## src/sv/exlex_pkg.sv

```systemverilog
// Expression lexer package: token kinds, codes, character constants, result record.
// No dependencies.
`timescale 1ns / 1ps

package exlex_pkg;

  // Source size and length limits
  localparam int unsigned MAX_SOURCE_BYTES = 65536;
  localparam int unsigned MAX_TOKEN_LEN    = 255;
  localparam int unsigned IDX_WRAP =
    (MAX_SOURCE_BYTES < 65536) ? MAX_SOURCE_BYTES : 65536;
  localparam logic [7:0]  LEN_CAP =
    8'((MAX_TOKEN_LEN < 255) ? MAX_TOKEN_LEN : 255);

  // Token kinds
  localparam logic [4:0] K_INT     = 5'd0;
  localparam logic [4:0] K_FLOAT   = 5'd1;
  localparam logic [4:0] K_IDENT   = 5'd2;
  localparam logic [4:0] K_KEYWORD = 5'd3;
  localparam logic [4:0] K_PLUS    = 5'd4;
  localparam logic [4:0] K_MINUS   = 5'd5;
  localparam logic [4:0] K_STAR    = 5'd6;
  localparam logic [4:0] K_SLASH   = 5'd7;
  localparam logic [4:0] K_CARET   = 5'd8;
  localparam logic [4:0] K_LPAREN  = 5'd9;
  localparam logic [4:0] K_RPAREN  = 5'd10;
  localparam logic [4:0] K_EE      = 5'd11;
  localparam logic [4:0] K_NE      = 5'd12;
  localparam logic [4:0] K_EQ      = 5'd13;
  localparam logic [4:0] K_LT      = 5'd14;
  localparam logic [4:0] K_LTE     = 5'd15;
  localparam logic [4:0] K_GT      = 5'd16;
  localparam logic [4:0] K_GTE     = 5'd17;
  localparam logic [4:0] K_EOF     = 5'd18;
  localparam logic [4:0] K_ERROR   = 5'd19;

  // Keyword ids
  localparam logic [1:0] KW_NONE = 2'd0;
  localparam logic [1:0] KW_AND  = 2'd1;
  localparam logic [1:0] KW_OR   = 2'd2;
  localparam logic [1:0] KW_NOT  = 2'd3;

  // Error codes
  localparam logic [1:0] E_NONE     = 2'd0;
  localparam logic [1:0] E_DECIMALS = 2'd1;
  localparam logic [1:0] E_BANG     = 2'd2;
  localparam logic [1:0] E_ILLEGAL  = 2'd3;

  // Keyword text, first characters in the upper bytes
  localparam logic [23:0] TXT_AND = 24'h616E64;
  localparam logic [23:0] TXT_OR  = 24'h006F72;
  localparam logic [23:0] TXT_NOT = 24'h6E6F74;

  // Characters
  localparam logic [7:0] CH_TAB    = 8'h09;
  localparam logic [7:0] CH_NL     = 8'h0A;
  localparam logic [7:0] CH_SPACE  = 8'h20;
  localparam logic [7:0] CH_BANG   = 8'h21;
  localparam logic [7:0] CH_LPAREN = 8'h28;
  localparam logic [7:0] CH_RPAREN = 8'h29;
  localparam logic [7:0] CH_STAR   = 8'h2A;
  localparam logic [7:0] CH_PLUS   = 8'h2B;
  localparam logic [7:0] CH_MINUS  = 8'h2D;
  localparam logic [7:0] CH_DOT    = 8'h2E;
  localparam logic [7:0] CH_SLASH  = 8'h2F;
  localparam logic [7:0] CH_ZERO   = 8'h30;
  localparam logic [7:0] CH_NINE   = 8'h39;
  localparam logic [7:0] CH_LT     = 8'h3C;
  localparam logic [7:0] CH_EQ     = 8'h3D;
  localparam logic [7:0] CH_GT     = 8'h3E;
  localparam logic [7:0] CH_UP_A   = 8'h41;
  localparam logic [7:0] CH_UP_Z   = 8'h5A;
  localparam logic [7:0] CH_CARET  = 8'h5E;
  localparam logic [7:0] CH_UNDER  = 8'h5F;
  localparam logic [7:0] CH_LO_A   = 8'h61;
  localparam logic [7:0] CH_LO_Z   = 8'h7A;

  // One token as it leaves the block
  typedef struct packed {
    logic [4:0]  kind;
    logic [1:0]  kw;
    logic [15:0] idx;
    logic [15:0] line;
    logic [11:0] col;
    logic [7:0]  len;
    logic [1:0]  err;
    logic [7:0]  bad;
    logic        last;
  } token_t;

  function automatic token_t make_token(input logic [4:0] kind, input logic [1:0] kw,
                                        input logic [15:0] idx, input logic [15:0] line,
                                        input logic [11:0] col, input logic [7:0] len,
                                        input logic [1:0] err, input logic [7:0] bad,
                                        input logic last);
    token_t t;
    t.kind = kind;
    t.kw   = kw;
    t.idx  = idx;
    t.line = line;
    t.col  = col;
    t.len  = len;
    t.err  = err;
    t.bad  = bad;
    t.last = last;
    return t;
  endfunction

  // Keyword match on the first three characters of a word
  function automatic logic [1:0] keyword_of(input logic [7:0] len, input logic [23:0] txt);
    logic [1:0] kw;
    kw = KW_NONE;
    if (len == 8'd3 && txt == TXT_AND) kw = KW_AND;
    else if (len == 8'd2 && txt == TXT_OR) kw = KW_OR;
    else if (len == 8'd3 && txt == TXT_NOT) kw = KW_NOT;
    return kw;
  endfunction

endpackage

```

## src/sv/expression_lexer_unit.sv

```systemverilog
// Expression lexer: one source byte per transaction in, tokens out, one per transaction.
// A token is queued as its closing byte is taken and offered when earlier tokens have left.
// Throughput: one byte per cycle while the 8-entry token queue has room for three
// tokens (the most one byte can produce); it drains one token per cycle with m_tready.
// Reset (rst, synchronous, active high) clears scan state, positions and the queue.
`timescale 1ns / 1ps

module expression_lexer_unit (
  input  logic        clk,
  input  logic        rst,
  // source side
  input  logic        s_tvalid,
  output logic        s_tready,
  input  logic [7:0]  s_tdata,   // [7:0] source_char
  input  logic        s_tlast,   // end_of_source
  // token side
  output logic        m_tvalid,
  input  logic        m_tready,
  output logic [63:0] m_tdata,   // [1:0] keyword_id, [17:2] start_index,
                                 // [33:18] start_line, [45:34] start_column,
                                 // [53:46] token_length, [55:54] error_code,
                                 // [63:56] bad_char
  output logic [4:0]  m_tuser,   // [4:0] token_kind
  output logic        m_tlast    // last_token
);

  import exlex_pkg::*;

  typedef enum logic [2:0] {
    M_IDLE, M_NUM, M_ID, M_BANG, M_EQ, M_LT, M_GT, M_ERR
  } mode_t;

  localparam int FIFO_DEPTH = 8;
  localparam int PTR_W      = $clog2(FIFO_DEPTH);

  // Scan state
  mode_t       mode, mode_next;
  logic        seen_dot, seen_dot_next;
  logic [15:0] rd_idx, rd_idx_next;
  logic [15:0] line_no, line_no_next;
  logic [11:0] col_no, col_no_next;
  logic [15:0] tok_idx, tok_idx_next;
  logic [15:0] tok_line, tok_line_next;
  logic [11:0] tok_col, tok_col_next;
  logic [7:0]  len, len_next;
  logic [23:0] kwbuf, kwbuf_next;

  // Per-byte decode
  logic [7:0]  c;
  logic        eos, again, ended;
  logic        is_digit, is_lower, is_word, is_space;
  logic [1:0]  n;
  token_t      res [3];
  logic [1:0]  kw_sel;

  // Token queue
  token_t           mem [FIFO_DEPTH];
  logic [PTR_W-1:0] wr_ptr, rd_ptr;
  logic [PTR_W:0]   count;
  logic             accept, pop;
  logic [1:0]       push_n;
  token_t           head;

  assign c        = s_tdata[7:0];
  assign eos      = s_tlast;
  assign is_digit = (c >= CH_ZERO) && (c <= CH_NINE);
  assign is_lower = (c >= CH_LO_A) && (c <= CH_LO_Z);
  assign is_word  = is_digit || is_lower || ((c >= CH_UP_A) && (c <= CH_UP_Z)) ||
                    (c == CH_UNDER);
  assign is_space = (c == CH_SPACE) || (c == CH_TAB) || (c == CH_NL);

  // Everything one byte does, in the order the scanner would do it:
  // finish the pending token, start a new one, advance position, flush at end.
  always_comb begin
    mode_next     = mode;
    seen_dot_next = seen_dot;
    rd_idx_next   = rd_idx;
    line_no_next  = line_no;
    col_no_next   = col_no;
    tok_idx_next  = tok_idx;
    tok_line_next = tok_line;
    tok_col_next  = tok_col;
    len_next      = len;
    kwbuf_next    = kwbuf;
    n             = 2'd0;
    res[0]        = '0;
    res[1]        = '0;
    res[2]        = '0;
    again         = 1'b0;
    ended         = 1'b0;
    kw_sel        = KW_NONE;

    if (mode == M_ERR) begin
      // swallow bytes until end of source, then back to reset
      if (eos) begin
        mode_next     = M_IDLE;
        seen_dot_next = 1'b0;
        rd_idx_next   = '0;
        line_no_next  = '0;
        col_no_next   = '0;
        tok_idx_next  = '0;
        tok_line_next = '0;
        tok_col_next  = '0;
        len_next      = '0;
        kwbuf_next    = '0;
      end
    end else begin
      unique case (mode)
        M_NUM: begin
          if (is_digit || c == CH_DOT) begin
            if (c == CH_DOT && seen_dot) begin
              res[n] = make_token(K_ERROR, KW_NONE, rd_idx, line_no, col_no, 8'd1,
                                  E_DECIMALS, 8'd0, 1'b1);
              n = n + 2'd1;
              mode_next = M_ERR;
            end else begin
              if (c == CH_DOT) seen_dot_next = 1'b1;
              if (len < 8'd3) kwbuf_next = {kwbuf[15:0], c};
              if (len < LEN_CAP) len_next = len + 8'd1;
            end
          end else begin
            res[n] = make_token(seen_dot ? K_FLOAT : K_INT, KW_NONE, tok_idx, tok_line,
                                tok_col, len, E_NONE, 8'd0, 1'b0);
            n = n + 2'd1;
            again = 1'b1;
          end
        end
        M_ID: begin
          if (is_word) begin
            if (len < 8'd3) kwbuf_next = {kwbuf[15:0], c};
            if (len < LEN_CAP) len_next = len + 8'd1;
          end else begin
            kw_sel = keyword_of(len, kwbuf);
            res[n] = make_token((kw_sel != KW_NONE) ? K_KEYWORD : K_IDENT, kw_sel, tok_idx,
                                tok_line, tok_col, len, E_NONE, 8'd0, 1'b0);
            n = n + 2'd1;
            again = 1'b1;
          end
        end
        M_BANG: begin
          if (c == CH_EQ) begin
            res[n] = make_token(K_NE, KW_NONE, tok_idx, tok_line, tok_col, 8'd2,
                                E_NONE, 8'd0, 1'b0);
            mode_next = M_IDLE;
          end else begin
            res[n] = make_token(K_ERROR, KW_NONE, tok_idx, tok_line, tok_col, 8'd2,
                                E_BANG, 8'd0, 1'b1);
            mode_next = M_ERR;
          end
          n = n + 2'd1;
        end
        M_EQ, M_LT, M_GT: begin
          if (c == CH_EQ) begin
            res[n] = make_token((mode == M_EQ) ? K_EE : (mode == M_LT) ? K_LTE : K_GTE,
                                KW_NONE, tok_idx, tok_line, tok_col, 8'd2, E_NONE, 8'd0,
                                1'b0);
            mode_next = M_IDLE;
          end else begin
            res[n] = make_token((mode == M_EQ) ? K_EQ : (mode == M_LT) ? K_LT : K_GT,
                                KW_NONE, tok_idx, tok_line, tok_col, 8'd1, E_NONE, 8'd0,
                                1'b0);
            again = 1'b1;
          end
          n = n + 2'd1;
        end
        default: again = 1'b1;
      endcase

      // byte not consumed by the pending token: treat it as a fresh start
      if (again) begin
        mode_next = M_IDLE;
        if (!is_space) begin
          if (is_digit || is_lower) begin
            mode_next     = is_digit ? M_NUM : M_ID;
            tok_idx_next  = rd_idx;
            tok_line_next = line_no;
            tok_col_next  = col_no;
            len_next      = 8'd1;
            seen_dot_next = 1'b0;
            kwbuf_next    = {16'd0, c};
          end else begin
            unique case (c)
              CH_BANG, CH_EQ, CH_LT, CH_GT: begin
                mode_next     = (c == CH_BANG) ? M_BANG : (c == CH_EQ) ? M_EQ :
                                (c == CH_LT) ? M_LT : M_GT;
                tok_idx_next  = rd_idx;
                tok_line_next = line_no;
                tok_col_next  = col_no;
                len_next      = 8'd1;
                seen_dot_next = 1'b0;
                kwbuf_next    = {16'd0, c};
              end
              CH_PLUS, CH_MINUS, CH_STAR, CH_SLASH, CH_CARET, CH_LPAREN, CH_RPAREN: begin
                res[n] = make_token((c == CH_PLUS)  ? K_PLUS  : (c == CH_MINUS) ? K_MINUS :
                                    (c == CH_STAR)  ? K_STAR  : (c == CH_SLASH) ? K_SLASH :
                                    (c == CH_CARET) ? K_CARET :
                                    (c == CH_LPAREN) ? K_LPAREN : K_RPAREN,
                                    KW_NONE, rd_idx, line_no, col_no, 8'd1, E_NONE, 8'd0,
                                    1'b0);
                n = n + 2'd1;
              end
              default: begin
                res[n] = make_token(K_ERROR, KW_NONE, rd_idx, line_no, col_no, 8'd1,
                                    E_ILLEGAL, c, 1'b1);
                n = n + 2'd1;
                mode_next = M_ERR;
              end
            endcase
          end
        end
      end

      // position of the next byte
      if ({1'b0, rd_idx} + 17'd1 == 17'(IDX_WRAP)) rd_idx_next = '0;
      else rd_idx_next = rd_idx + 16'd1;
      if (c == CH_NL) begin
        line_no_next = line_no + 16'd1;
        col_no_next  = '0;
      end else begin
        col_no_next  = col_no + 12'd1;
      end

      // end of source: flush the pending token, then EOF unless an error ended it
      if (eos) begin
        ended = (mode_next == M_ERR);
        unique case (mode_next)
          M_NUM: begin
            res[n] = make_token(seen_dot_next ? K_FLOAT : K_INT, KW_NONE, tok_idx_next,
                                tok_line_next, tok_col_next, len_next, E_NONE, 8'd0, 1'b0);
            n = n + 2'd1;
          end
          M_ID: begin
            kw_sel = keyword_of(len_next, kwbuf_next);
            res[n] = make_token((kw_sel != KW_NONE) ? K_KEYWORD : K_IDENT, kw_sel,
                                tok_idx_next, tok_line_next, tok_col_next, len_next,
                                E_NONE, 8'd0, 1'b0);
            n = n + 2'd1;
          end
          M_BANG: begin
            res[n] = make_token(K_ERROR, KW_NONE, tok_idx_next, tok_line_next,
                                tok_col_next, 8'd1, E_BANG, 8'd0, 1'b1);
            n = n + 2'd1;
            ended = 1'b1;
          end
          M_EQ, M_LT, M_GT: begin
            res[n] = make_token((mode_next == M_EQ) ? K_EQ :
                                (mode_next == M_LT) ? K_LT : K_GT,
                                KW_NONE, tok_idx_next, tok_line_next, tok_col_next, 8'd1,
                                E_NONE, 8'd0, 1'b0);
            n = n + 2'd1;
          end
          default: ;
        endcase
        if (!ended) begin
          res[n] = make_token(K_EOF, KW_NONE, rd_idx_next, line_no_next, col_no_next,
                              8'd0, E_NONE, 8'd0, 1'b1);
          n = n + 2'd1;
        end
        mode_next     = M_IDLE;
        seen_dot_next = 1'b0;
        rd_idx_next   = '0;
        line_no_next  = '0;
        col_no_next   = '0;
        tok_idx_next  = '0;
        tok_line_next = '0;
        tok_col_next  = '0;
        len_next      = '0;
        kwbuf_next    = '0;
      end
    end
  end

  // Take a byte only when the queue can hold its worst case of three tokens.
  assign s_tready = (count <= (PTR_W+1)'(FIFO_DEPTH - 3));
  assign accept   = s_tvalid && s_tready;
  assign m_tvalid = (count != '0);
  assign pop      = m_tvalid && m_tready;
  assign push_n   = accept ? n : 2'd0;

  always_ff @(posedge clk) begin
    if (rst) begin
      mode     <= M_IDLE;
      seen_dot <= 1'b0;
      rd_idx   <= '0;
      line_no  <= '0;
      col_no   <= '0;
      tok_idx  <= '0;
      tok_line <= '0;
      tok_col  <= '0;
      len      <= '0;
      kwbuf    <= '0;
      wr_ptr   <= '0;
      rd_ptr   <= '0;
      count    <= '0;
    end else begin
      if (accept) begin
        mode     <= mode_next;
        seen_dot <= seen_dot_next;
        rd_idx   <= rd_idx_next;
        line_no  <= line_no_next;
        col_no   <= col_no_next;
        tok_idx  <= tok_idx_next;
        tok_line <= tok_line_next;
        tok_col  <= tok_col_next;
        len      <= len_next;
        kwbuf    <= kwbuf_next;
      end
      wr_ptr <= wr_ptr + PTR_W'(push_n);
      if (pop) rd_ptr <= rd_ptr + PTR_W'(1);
      count  <= count + (PTR_W+1)'(push_n) - (PTR_W+1)'(pop);
    end
  end

  // Token storage: up to three writes per cycle at consecutive slots.
  always_ff @(posedge clk) begin
    if (push_n > 2'd0) mem[wr_ptr]              <= res[0];
    if (push_n > 2'd1) mem[wr_ptr + PTR_W'(1)]  <= res[1];
    if (push_n > 2'd2) mem[wr_ptr + PTR_W'(2)]  <= res[2];
  end

  assign head    = mem[rd_ptr];
  assign m_tuser = head.kind;
  assign m_tlast = head.last;
  assign m_tdata = {head.bad, head.err, head.len, head.col, head.line, head.idx, head.kw};

endmodule

```

## config.mk

```make
export PLATFORM = sky130hd
export DESIGN_NAME = expression_lexer_unit
export DESIGN_NICKNAME = d
export VERILOG_FILES = /design/src/sv/exlex_pkg.sv /design/src/sv/expression_lexer_unit.sv
export SDC_FILE = /design/constraint.sdc
export NUM_CORES = 2
export LEC_CHECK = 0
export BUFFER_PORTS_ARGS = -buffer_cell sky130_fd_sc_hd__buf_2
export CAP_MARGIN = 20
export CORE_MARGIN = 8
export CORE_UTILIZATION = 45
export DETAILED_ROUTE_END_ITERATION = 12
export GPL_ROUTABILITY_DRIVEN = 0
export SETUP_SLACK_MARGIN = 0.2
export SYNTH_ARGS = -nofsm -noshare
export SYNTH_HDL_FRONTEND = slang
export SYNTH_SLANG_ARGS = --single-unit
```

## constraint.sdc

```tcl
create_clock -name clk -period 16 [get_ports clk]
set_clock_uncertainty 0.15 [all_clocks]
set_input_delay 3.2 -clock clk [delete_from_list [all_inputs] [get_ports clk]]
set_output_delay 3.2 -clock clk [all_outputs]
set_load 0.03 [all_outputs]
```

==> impl_results.md <==
- # placed instances: 4890
- Final worst path period share: 62.91%
- Startpoint types: primary input
- Post-synth EDFFs: 560
- CTS tree: done
- Sequential Area: 19570 um2
- Synth cell types: 102
- Yosys top cell by area: edfxtp_1
- CTS Buffer Depth: 3
- Horiz. Die Dim: 318.1 um
- I/O Buffers: 84
- Crit. End Element: register
- Simple-gate area share of the yosys netlist: 11.86%
- Synth top area cells: edfxtp_1 41%, mux4_2 7.7%, dfxtp_1 6.7%
- Postcts setup bufs: 0
- Clock Sinks: 697
- Antenna violations before repair: 7
- Cell Pwr Density: 144.5 nW/um2
- Max-slew headroom: 4.032%
- I/O Pins: 85
- Syn Std Cell Area: 41070 um2
- Synth Net Count: 3932
- Starting DRC count in detailed routing: 6198
- Sequential power share: 35.5%
- First-pass GRT wire length: 242700 um
- Initial DRT Pass Iterations: 9
- Vias in the first global route: 35170
- Slowest stage delay, CP: 750 ps
- CTS Hold Bufs: 0
- Hold slack final: 331.2 ps
- Clock power frac: 27.6%
- Adder-Cell Fraction of Synth Area: 0.7921%
- Starting Density: 45.08%
- Worst VDD drop: 0.00007692 V
- Tot GR Track Use: 31.65%
- Final setup fails: 0
- Critical path arrival: 10280 ps
- Multiplexer area fraction after synthesis: 10.65%
- Clock slew at reported path FFs: 60 ps
- DR DRC count: 0
- DR vias: 37010
- Comb power frac: 36.9%
- Hold crit path type: register to register
- Worst-path fanout max: 25
- Worst-path cell chain: buf_2, nor4b_2, and4_1, o22ai_1, mux2i_2, o211ai_1, nand2_1, nand2_1, o21ai_0, inv_1, ha_1, o21ai_1, o2111ai_2, buf_4, a221oi_4, buf_4, nand2_2, nand2_1, buf_4, o221ai_1
- Area share of the largest cell type after synthesis: 40.95%
- Post-Route WL: 168000 um
- Nets: 3832
- Slew Limit Fails: 0
- Finished Layout Cells: 5051
- Status: finished clean
- Number of CTS-inserted buffers: 79
- Final ANT Viol Nets: 0
- Die H: 318.1 um
- Core ar.: 91110 um2
- Asr flop ratio synth: 0%
- DP HPWL: 98590 um
- Crit path time final: 10070 ps
- Largest net degree at the start of global routing: 79
- Skew-Pair Late Insertion Delay: 660 ps
- Most common cell in the netlist: edfxtp_1
- Largest family of logic cells by synthesized area: compound AO/OA/AOI/OAI gates
- Reg2reg setup slack: 8180 ps
- Power Internal: 3.993 mW
- Number of gates resized after cts: 0
- Final-report hold violation count: 0
- Max-cap viol count: 0
- Die ar.: 101200 um2
- Synthesized flop and latch total: 697
- Vias/cell: 7.326
- Sw Share: 38.87%
- Layout cells sized above 1: 16.17%
- Mean Syn Cell Area: 10.54 um2
- Drt wl/cell: 33.26 um
- Sequential fraction of the synthesis area: 47.63%
- Leak pwr: 14.51 nW
- Syn-to-layout area delta: 10.05%
- Net Switching: 2.539 mW
- Peak Freq: 99.34 MHz
- Gate Count Post-Synth: 3895
- Root Buffer: clkbuf_16
- Fill count: 8229
- RSZ-0062 raised after global routing: no
- XOR/XNOR Fraction of Synth Area: 0.8531%
- Post-synth top cells: 560 x edfxtp_1, 365 x nor2_1, 282 x clkbuf_1, 277 x nand2_1, 271 x o21ai_0
- CP required: 16220 ps
- Compound-cell area share of the yosys netlist: 24.04%
- Yosys warns: 0
- Setup TNS: 0 ps
- Predominant post-synthesis flop cell: edfxtp_1
- GRT overflow: 0
- Multi-input logic area: 20100 um2
- Slowest cell on crit path: and4_1
- Worst-Margin Slew: 1431 ps
- Row count: 111
- CP Class: primary input to register
- H-tree depth: 3
## final timing paths
path                                  from         end  cells after the start
worst min register to register   rd_ptr[1]    register                      2
worst max register to register     mode[0]  mem[0][62]                     19
worst min-delay path             rd_ptr[1]    register                      2
worst max-delay path            s_tdata[5]  mem[0][62]                     20
## routing by layer
layer,GRT usage [%],up-vias,routed length [um]
met3,9.863,644,24040
li1,-,15340,-
met1,42.39,18020,63170
met4,15.28,6,9610
met2,46.40,2994,71110
met5,0.5311,-,88
## placed cells by master, fill, tap and decap left out, drive strengths merged, types with 14 or more instances in the layout
cell type	instances
xor2	27
inv	46
a22oi	267
nand2b	23
nand3	138
buf	203
and3	18
nand4	22
ha	22
nor3	58
a32oi	15
nand2	277
edfxtp	560
clkbuf	115
nor2	366
or3	22
dfxtp	137
o211ai	22
o221ai	161
o21ai	285
a22o	30
a221o	84
clkinv	27
a211oi	40
a221oi	35
nor4	14
mux4	140
o22ai	142
nor2b	55
mux2i	38
mux2	74
a21oi	199
## worst max-delay path, delay by kind of cell
kind / cells / cell delay (ps)
simple gates: 6 / 3140
buf+inv: 5 / 1540
compound gates: 7 / 1400
mux: 1 / 680
fa+ha+maj: 1 / 280
## registers in the layout (all words and copies together) (netlist names), named ones only
signal and cells:
col_no 12, tok_col 12, kwbuf 24, tok_line 16
wr_ptr 3, len 8, tok_idx 16, mode 3
count 4, line_no 16, mem 560, rd_ptr 3
seen_dot 1, rd_idx 16
## area by class of cell
class	instances	share of cell area (%)
clock buffer	111	4.867
sequential	697	43.30
antenna	6	0.03322
tap	1186	3.283
multi-input combinational	2766	44.47
inverter	44	0.3654
clock inverter	34	0.6422
timing repair buffer	207	3.040
## stage by stage
step | worst slack (ps) | utilization (%) | area (um2) | total power, mW
after global routing | 5590 | 49.60 | 45190 | 6.710
after global placement | 5668 | 46.73 | 42570 | 4.673
final | 5934 | 49.61 | 45200 | 6.531
after detailed placement | 5620 | 46.75 | 42590 | 4.688
after floorplan | 3150 | - | 41070 | 3.883
after CTS | 6276 | 49.48 | 45080 | 6.469
## kinds of logic after synthesis
family | count (synthesis)
muxes | 252
DFF | 697
adders and majority gates | 25
xor gates and xnor gates | 40
AOI/OAI and AO/OA | 1396
and+or+nand+nor | 1053
buffers and inverters | 432
## power groups by stage
stage	Sequential [mW]	Clock, mW	Combinational [mW]
floorplan	2.33	0	1.56
global placement	2.36	0	2.31
detailed placement	2.37	0	2.32
CTS	2.33	1.81	2.33
global route	2.34	1.88	2.50
finish	2.32	1.80	2.41
No activity file was read; power rests on OpenSTA's default activity.
